File: src/nws_pkg.sv
`timescale 1ns / 1ps
// ----------------------------------------------------------------------------
// nws_pkg
// Shared constants and types for the nearest waypoint search block.
// ----------------------------------------------------------------------------
package nws_pkg;

  // table geometry and coordinate format
  localparam int MAX_POINTS   = 16;
  localparam int COORD_BITS   = 24;
  localparam int IDX_BITS     = $clog2(MAX_POINTS);
  localparam int ENTRY_BITS   = 2 * COORD_BITS;
  localparam int SQ_BITS      = 2 * COORD_BITS;
  localparam int DIST_BITS    = SQ_BITS + 2;
  localparam int CFG_BITS     = 5;

  // stream payload widths, padded to whole bytes
  localparam int IN_DATA_BITS  = ((IDX_BITS + 2 * COORD_BITS + 7) / 8) * 8;
  localparam int OUT_DATA_BITS = ((IDX_BITS + DIST_BITS + 7) / 8) * 8;

  // command carried on the input tuser
  typedef enum logic [0:0] {
    CMD_LOAD  = 1'b0,
    CMD_QUERY = 1'b1
  } nws_cmd_t;

  // query sequencer states
  typedef enum logic [1:0] {
    ST_IDLE,
    ST_SCAN,
    ST_DRAIN,
    ST_DONE
  } nws_state_t;

  // tag that travels with each table read through the distance pipeline
  typedef struct packed {
    logic                vld;
    logic                last;
    logic [IDX_BITS-1:0] idx;
  } nws_tag_t;

  // last table index scanned for a given entry count, count clamped to 1..MAX_POINTS
  function automatic logic [IDX_BITS-1:0] last_index(input logic [CFG_BITS-1:0] cnt);
    logic [IDX_BITS-1:0] res;
    if (cnt == '0) begin
      res = '0;
    end else if (32'(cnt) > MAX_POINTS) begin
      res = IDX_BITS'(MAX_POINTS - 1);
    end else begin
      res = IDX_BITS'(cnt - 1'b1);
    end
    return res;
  endfunction

endpackage

File: src/nearest_waypoint_search.sv
`timescale 1ns / 1ps
// ----------------------------------------------------------------------------
// nearest_waypoint_search
// Waypoint table in RAM with a linear nearest-neighbour search by squared
// Euclidean distance; lowest index wins on ties.
// ----------------------------------------------------------------------------
// channel  direction  contents
// in_      slave      tuser: cmd; tdata: point_index, x_coord, y_coord
// out_     master     tdata: nearest_index, nearest_dist_sq (queries only)
// cfg_     write      points_in_use, no read-back
//
// A load is written to the table in the cycle it transfers; the block stays ready for the next item.
// A query reads one table entry per cycle from the RAM read port over the entries
// in use (points_in_use clamped to 1..16); each read passes the difference, square
// and running-minimum stages, and an output stall holds the finished result back.
// A new item is taken once the result has moved to the output register.
// Reset sets points_in_use to 1; table contents are undefined until loaded.
// ----------------------------------------------------------------------------
module nearest_waypoint_search (
  input  logic                               clk,
  input  logic                               rst_n,
  input  logic                               cfg_wr_en,
  input  logic [nws_pkg::CFG_BITS-1:0]       cfg_wr_data,
  input  logic                               in_tvalid,
  output logic                               in_tready,
  input  logic [nws_pkg::IN_DATA_BITS-1:0]   in_tdata,   // point_index, x_coord, y_coord, pad
  input  logic                               in_tuser,   // cmd
  output logic                               out_tvalid,
  input  logic                               out_tready,
  output logic [nws_pkg::OUT_DATA_BITS-1:0]  out_tdata   // nearest_index, nearest_dist_sq, pad
);
  import nws_pkg::*;

  nws_state_t state_r, state_nxt;

  logic [CFG_BITS-1:0]   cfg_count_r;
  logic [IDX_BITS-1:0]   last_r;
  logic [IDX_BITS-1:0]   rd_addr_r;
  logic [COORD_BITS-1:0] qx_r, qy_r;

  logic                  in_xfer;
  logic                  is_query;
  logic [IDX_BITS-1:0]   in_idx;
  logic [COORD_BITS-1:0] in_x, in_y;
  logic                  wr_en;

  logic                  issue;
  logic                  issue_last;
  logic [ENTRY_BITS-1:0] rd_data;

  nws_tag_t              rd_tag_r, df_tag_r, sq_tag_r;
  logic [COORD_BITS-1:0] dx_r, dy_r, dx_nxt, dy_nxt;
  logic [SQ_BITS-1:0]    dxsq_r, dysq_r;
  logic [DIST_BITS-1:0]  dist_sum;
  logic                  better;
  logic [DIST_BITS-1:0]  best_d_r;
  logic [IDX_BITS-1:0]   best_i_r;

  logic                     out_load;
  logic                     out_tvalid_r;
  logic [OUT_DATA_BITS-1:0] out_data_r;

  // input unpacking
  assign in_idx   = in_tdata[IDX_BITS-1:0];
  assign in_x     = in_tdata[IDX_BITS +: COORD_BITS];
  assign in_y     = in_tdata[IDX_BITS + COORD_BITS +: COORD_BITS];
  assign in_tready = (state_r == ST_IDLE);
  assign in_xfer  = in_tvalid & in_tready;
  assign is_query = (in_tuser == CMD_QUERY);
  assign wr_en    = in_xfer && (in_tuser == CMD_LOAD) &&
                    ({1'b0, in_idx} < (IDX_BITS + 1)'(MAX_POINTS));

  // configuration register
  always_ff @(posedge clk) begin
    if (!rst_n) begin
      cfg_count_r <= CFG_BITS'(1);
    end else if (cfg_wr_en) begin
      cfg_count_r <= cfg_wr_data;
    end
  end

  // waypoint table, entry is {y, x}
  nws_ram #(
    .WIDTH (ENTRY_BITS),
    .DEPTH (MAX_POINTS)
  ) u_table (
    .clk     (clk),
    .wr_en   (wr_en),
    .wr_addr (in_idx),
    .wr_data ({in_y, in_x}),
    .rd_en   (issue),
    .rd_addr (rd_addr_r),
    .rd_data (rd_data)
  );

  // read issue
  assign issue      = (state_r == ST_SCAN);
  assign issue_last = (rd_addr_r == last_r);

  // query capture and scan address
  always_ff @(posedge clk) begin
    if (in_xfer && is_query) begin
      qx_r      <= in_x;
      qy_r      <= in_y;
      last_r    <= last_index(cfg_count_r);
      rd_addr_r <= '0;
    end else if (issue && !issue_last) begin
      rd_addr_r <= rd_addr_r + 1'b1;
    end
  end

  // absolute coordinate differences
  always_comb begin
    logic signed [COORD_BITS:0] ddx, ddy;
    ddx = $signed({qx_r[COORD_BITS-1], qx_r}) -
          $signed({rd_data[COORD_BITS-1], rd_data[COORD_BITS-1:0]});
    ddy = $signed({qy_r[COORD_BITS-1], qy_r}) -
          $signed({rd_data[ENTRY_BITS-1], rd_data[ENTRY_BITS-1:COORD_BITS]});
    if (ddx[COORD_BITS]) ddx = -ddx;
    if (ddy[COORD_BITS]) ddy = -ddy;
    dx_nxt = ddx[COORD_BITS-1:0];
    dy_nxt = ddy[COORD_BITS-1:0];
  end

  // distance pipeline tags
  always_ff @(posedge clk) begin
    if (!rst_n) begin
      rd_tag_r <= '0;
      df_tag_r <= '0;
      sq_tag_r <= '0;
    end else begin
      rd_tag_r.vld  <= issue;
      rd_tag_r.last <= issue && issue_last;
      rd_tag_r.idx  <= rd_addr_r;
      df_tag_r      <= rd_tag_r;
      sq_tag_r      <= df_tag_r;
    end
  end

  // difference and square stages
  always_ff @(posedge clk) begin
    dx_r   <= dx_nxt;
    dy_r   <= dy_nxt;
    dxsq_r <= dx_r * dx_r;
    dysq_r <= dy_r * dy_r;
  end

  // sum and running minimum, first entry always taken
  assign dist_sum = DIST_BITS'(dxsq_r) + DIST_BITS'(dysq_r);
  assign better   = (sq_tag_r.idx == '0) || (dist_sum < best_d_r);

  always_ff @(posedge clk) begin
    if (sq_tag_r.vld && better) begin
      best_d_r <= dist_sum;
      best_i_r <= sq_tag_r.idx;
    end
  end

  // sequencer
  always_ff @(posedge clk) begin
    if (!rst_n) begin
      state_r <= ST_IDLE;
    end else begin
      state_r <= state_nxt;
    end
  end

  always_comb begin
    state_nxt = state_r;
    out_load  = 1'b0;
    case (state_r)
      ST_IDLE: begin
        if (in_xfer && is_query) state_nxt = ST_SCAN;
      end
      ST_SCAN: begin
        if (issue_last) state_nxt = ST_DRAIN;
      end
      ST_DRAIN: begin
        if (sq_tag_r.vld && sq_tag_r.last) state_nxt = ST_DONE;
      end
      ST_DONE: begin
        if (!out_tvalid_r || out_tready) begin
          out_load  = 1'b1;
          state_nxt = ST_IDLE;
        end
      end
      default: state_nxt = ST_IDLE;
    endcase
  end

  // output register
  always_ff @(posedge clk) begin
    if (!rst_n) begin
      out_tvalid_r <= 1'b0;
    end else if (out_load) begin
      out_tvalid_r <= 1'b1;
    end else if (out_tready) begin
      out_tvalid_r <= 1'b0;
    end
  end

  always_ff @(posedge clk) begin
    if (out_load) begin
      out_data_r <= OUT_DATA_BITS'({best_d_r, best_i_r});
    end
  end

  assign out_tvalid = out_tvalid_r;
  assign out_tdata  = out_data_r;

  // checks
  a_rd_in_query: assert property (@(posedge clk) disable iff (!rst_n)
    rd_tag_r.vld |-> (state_r == ST_SCAN || state_r == ST_DRAIN))
    else $error("table read data outside a query scan");

  a_last_to_done: assert property (@(posedge clk) disable iff (!rst_n)
    (sq_tag_r.vld && sq_tag_r.last) |=> (state_r == ST_DONE))
    else $error("last distance did not complete the query");

  a_out_from_done: assert property (@(posedge clk) disable iff (!rst_n)
    $rose(out_tvalid_r) |-> $past(state_r == ST_DONE))
    else $error("result raised without a finished query");

  a_addr_bound: assert property (@(posedge clk) disable iff (!rst_n)
    (state_r == ST_SCAN) |-> (rd_addr_r <= last_r))
    else $error("scan address beyond entry count");

  a_busy_no_take: assert property (@(posedge clk) disable iff (!rst_n)
    sq_tag_r.vld |-> !in_tready)
    else $error("input taken while distance pipeline busy");

endmodule

File: src/nws_ram.sv
`timescale 1ns / 1ps
// ----------------------------------------------------------------------------
// nws_ram
// Generic single-write, single-read RAM with a registered read port.
// ----------------------------------------------------------------------------
module nws_ram #(
  parameter int WIDTH = 8,
  parameter int DEPTH = 16
) (
  input  logic                     clk,
  input  logic                     wr_en,
  input  logic [$clog2(DEPTH)-1:0] wr_addr,
  input  logic [WIDTH-1:0]         wr_data,
  input  logic                     rd_en,
  input  logic [$clog2(DEPTH)-1:0] rd_addr,
  output logic [WIDTH-1:0]         rd_data
);

  logic [WIDTH-1:0] mem [DEPTH];
  logic [WIDTH-1:0] rd_data_r;

  // write port
  always_ff @(posedge clk) begin
    if (wr_en) begin
      mem[wr_addr] <= wr_data;
    end
  end

  // registered read port
  always_ff @(posedge clk) begin
    if (rd_en) begin
      rd_data_r <= mem[rd_addr];
    end
  end

  assign rd_data = rd_data_r;

endmodule

File: config.mk
export PLATFORM = sky130hd
export DESIGN_NAME = nearest_waypoint_search
export DESIGN_NICKNAME = d
export VERILOG_FILES = /design/src/nws_pkg.sv /design/src/nearest_waypoint_search.sv /design/src/nws_ram.sv
export SDC_FILE = /design/constraint.sdc
export NUM_CORES = 2
export LEC_CHECK = 0
export BUFFER_PORTS_ARGS = -buffer_cell sky130_fd_sc_hd__buf_2
export CAP_MARGIN = 20
export CORE_MARGIN = 2
export CORE_UTILIZATION = 30
export DETAILED_ROUTE_END_ITERATION = 12
export PLACE_DENSITY = 0.43
export SLEW_MARGIN = 10
export SYNTH_ARGS = -nofsm -noshare
export SYNTH_HDL_FRONTEND = slang
export SYNTH_HIERARCHICAL = 1
export SYNTH_SLANG_ARGS = --single-unit
export TNS_END_PERCENT = 10
File: constraint.sdc
create_clock -name clk -period 11.2 [get_ports clk]
set_input_delay 2.24 -clock clk [delete_from_list [all_inputs] [get_ports clk]]
set_output_delay 2.24 -clock clk [all_outputs]
set_load 0.01 [all_outputs]
==> results_dict.tcl <==
set metrics [dict create \
    yosysUniqueCellTypes 83 \
    drcViolationCount 0 \
    period_share_pct 77.7 \
    cts_setup_buffers 0 \
    grt_pass1_wl_mm 307 \
    synthSimpleGateAreaFrac_pct 6.94 \
    setup.worst_path.end_class "flop" \
    fmax_mhz 115 \
    wire_per_inst_um 20.1 \
    synthTopCellsByCount "inv_1, edfxtp_1, fa_1" \
    worst_slew_pin_slew_ns 1.12 \
    regToRegStartpoint "dx_r[8]$_DFF_P_" \
    clk_latency_ns 0.79 \
    finalSetupTns_ns 0 \
    drt_iter0_drc 2760 \
    final_antenna_net_count 0 \
    synth_xor_xnor_area_share_pct 2.53 \
    cts_hold_buf 0 \
    vias_per_cell 4.61 \
    multi_input_area_mm2 0.0399 \
    synth_fa_ha_area_share_pct 29.7 \
    arrival_ns 9.36 \
    cts_tree "yes" \
    cts_max_path_buffers 3 \
    r2r_slack_ns 2.50 \
    cts_buffers 135 \
    synth_top_family_by_area "adder cells" \
    cts_root_buf "clkbuf_16" \
    cts-resized-gates 0 \
    hp-class "flop to flop" \
    reg2reg_depth 25 \
    track_usage_pct 15.3 \
    synth_mux_area_share_pct 5.67 \
    finalCriticalPeriod_ns 8.70 \
    synth_ff_type "edfxtp_1" \
    dr_total_vias 45731 \
    seq_area_mm2 0.0327 \
    die_x_um 515 \
    syn_area_mm2 0.0783 \
    dieArea_mm2 0.265 \
    rsz0062_at_grt "no" \
    final_core_util_pct 33.8 \
    ys_seq_elements 1146 \
    skew_ns 0.0678 \
    synth_cells 6268 \
    die-height_um 515 \
    maxSlewViolCount 0 \
    critPathCapture "dxsq_r[47]$_DFF_P_" \
    slew_headroom_pct 25.3 \
    clk_pin_slew_worst_paths_ns 0.06 \
    drive_above_1_share_pct 9.83 \
    startpoint "dx_r[8]$_DFF_P_" \
    yosysWarnings 6 \
    area_growth_pct 11.9 \
    drt_first_pass_iters 5 \
    nets 7838 \
    yosysTopAreaCellShare_pct 37.4 \
    seq_area_frac_synth_pct 41.8 \
    worstPathRequired_ns 11.86 \
    startpoint_type "flop" \
    grt_max_degree 58 \
    hpwl_mm 139 \
    path_max_fanout 12 \
    cts_sinks 1146 \
    synthTopCellsByArea "edfxtp_1, fa_1, ha_1" \
    hold_viol_final 0 \
    cap_viol_max_count 0 \
    synth_edf_count 974 \
    synth_async_sr_flop_share_pct 0 \
    gp_congestion 0.820 \
    antenna_found_initial 21 \
    postSynthAreaPerCell_um2 12.5 \
    status "completed" \
    worstSetupPathType "flop to flop" \
    final-setup-viol-count 0 \
    rr_endpoint "dxsq_r[47]$_DFF_P_" \
    overflow 0 \
    synth.most_common_cell "inv_1" \
    grt_pass1_vias 49794 \
    pin_count 125 \
    coreArea_mm2 0.259 \
    fillers 25580 \
    num_rows 187 \
    port_buffers 117 \
    synth_compound_gate_area_share_pct 5.89 \
    initial_core_util_pct 30.2 \
    cts_max_level 4 \
    totalWireLength_mm 200 \
    yosysTopAreaCell "edfxtp_1" \
]
-- final cells by class --
type	count	area share [%]
sequential	1146	37.3
clock inverter	67	1.01
clock buffer	168	4.03
timing repair buffer	206	1.47
antenna	3	0.00857
tap	3402	4.86
inverter	1344	5.76
multi-input combinational	3587	45.5
-- cells in the final DEF, fill, tap and decap left out, types with 21 or more instances in the layout --
master and instances:
fa_1 845, xor2_1 70, dfxtp_1 170, o21a_1 35, xnor2_1 156, nand2b_1 24, inv_1 1343, a21oi_1 181
nor2_1 135, o21ai_0 105, and2_1 255, nor3_1 25, a22oi_1 98, a31oi_1 21, o21bai_1 21, nor2b_1 52
clkbuf_16 136, clkinv_1 22, buf_2 117, a21o_1 109, nand4_1 28, mux4_2 192, edfxtp_1 974, ha_1 505
nand2_1 444, buf_4 87, nand3_1 44, clkbuf_1 31
-- cell families after synthesis --
family | count (synthesis)
fa+ha+maj | 1351
xor+xnor | 226
mux | 203
simple gates | 1109
other cells | 1
buf+inv | 1537
compound gates | 695
flops | 1146
-- metal layers --
metal | vias to the layer above | share of wire [%] | global-route usage [%]
met5 | - | 0.085 | 0
met4 | 28 | 2.5 | 4.04
met3 | 233 | 4.1 | 2.30
met2 | 777 | 48 | 25.8
met1 | 23596 | 45 | 20.6
li1 | 21097 | - | -
-- metrics by stage --
stage / std cells / area, µm² / hold WS [ns] / worst slack [ns]
final: 9923 / 87600 / 0.416 / 2.50
after global routing: 9921 / 87600 / 0.429 / 1.76
after CTS: 9920 / 87600 / 0.416 / 2.45
after detailed placement: 9685 / 83200 / 0.407 / 2.52
after global placement: 9682 / 83100 / 0.412 / 2.55
after floorplan: 6270 / 78300 / 0.385 / 3.90
-- state kept, by name, summed over array words and instances, names as in the netlist --
signal and cells:
best_d_r 49, best_i_r 4, cfg_count_r 5, df_tag_r 6
dx_r 24, dxsq_r 47, dy_r 24, dysq_r 47
last_r 4, out_tdata 53, out_tvalid 1, qx_r 24
qy_r 24, rd_addr_r 4, rd_tag_r 6, sq_tag_r 6
state_r 2, u_table/mem 768, u_table/rd_data 48
-- how the worst min path moves through the flow --
| stage | from | cells after the start | to | slack [ns] |
|---|---|---|---|---|
| 6_report | best_i_r[0]$_DFFE_PP_ | 0 | out_tdata[0]$_DFFE_PP_ | 0.42 |
| 5_1_grt | best_i_r[3]$_DFFE_PP_ | 0 | out_tdata[3]$_DFFE_PP_ | 0.43 |
| 4_1_cts | best_i_r[0]$_DFFE_PP_ | 0 | out_tdata[0]$_DFFE_PP_ | 0.42 |
| 3_5_place_dp | best_i_r[0]$_DFFE_PP_ | 0 | out_tdata[0]$_DFFE_PP_ | 0.41 |
| 3_3_place_gp | best_i_r[2]$_DFFE_PP_ | 0 | out_tdata[2]$_DFFE_PP_ | 0.41 |
| 2_1_floorplan | dx_r[0]$_DFF_P_ | 0 | dxsq_r[0]$_DFF_P_ | 0.38 |
-- critical path, cell delays in order, from the launching register on --
cell	delay (ns)
dfxtp_1	0.74
buf_4	0.34
and2_1	0.19
inv_1	0.07
fa_1	0.54
inv_1	0.06
fa_1	0.50
fa_1	0.57
ha_1	0.15
inv_1	0.04
fa_1	0.48
inv_1	0.06
fa_1	0.56
fa_1	0.42
ha_1	0.36
a21oi_1	0.33
a21oi_1	0.12
a41o_1	0.23
o2111a_1	0.24
o21ai_0	0.49
o21ai_0	0.40
a311oi_1	0.72
o21ai_0	0.28
a31oi_1	0.37
o21ai_0	0.17
xnor2_1	0.14
Power is not shown: default switching activity piles up to over one toggle a cycle in this logic, so the estimate is an artifact.
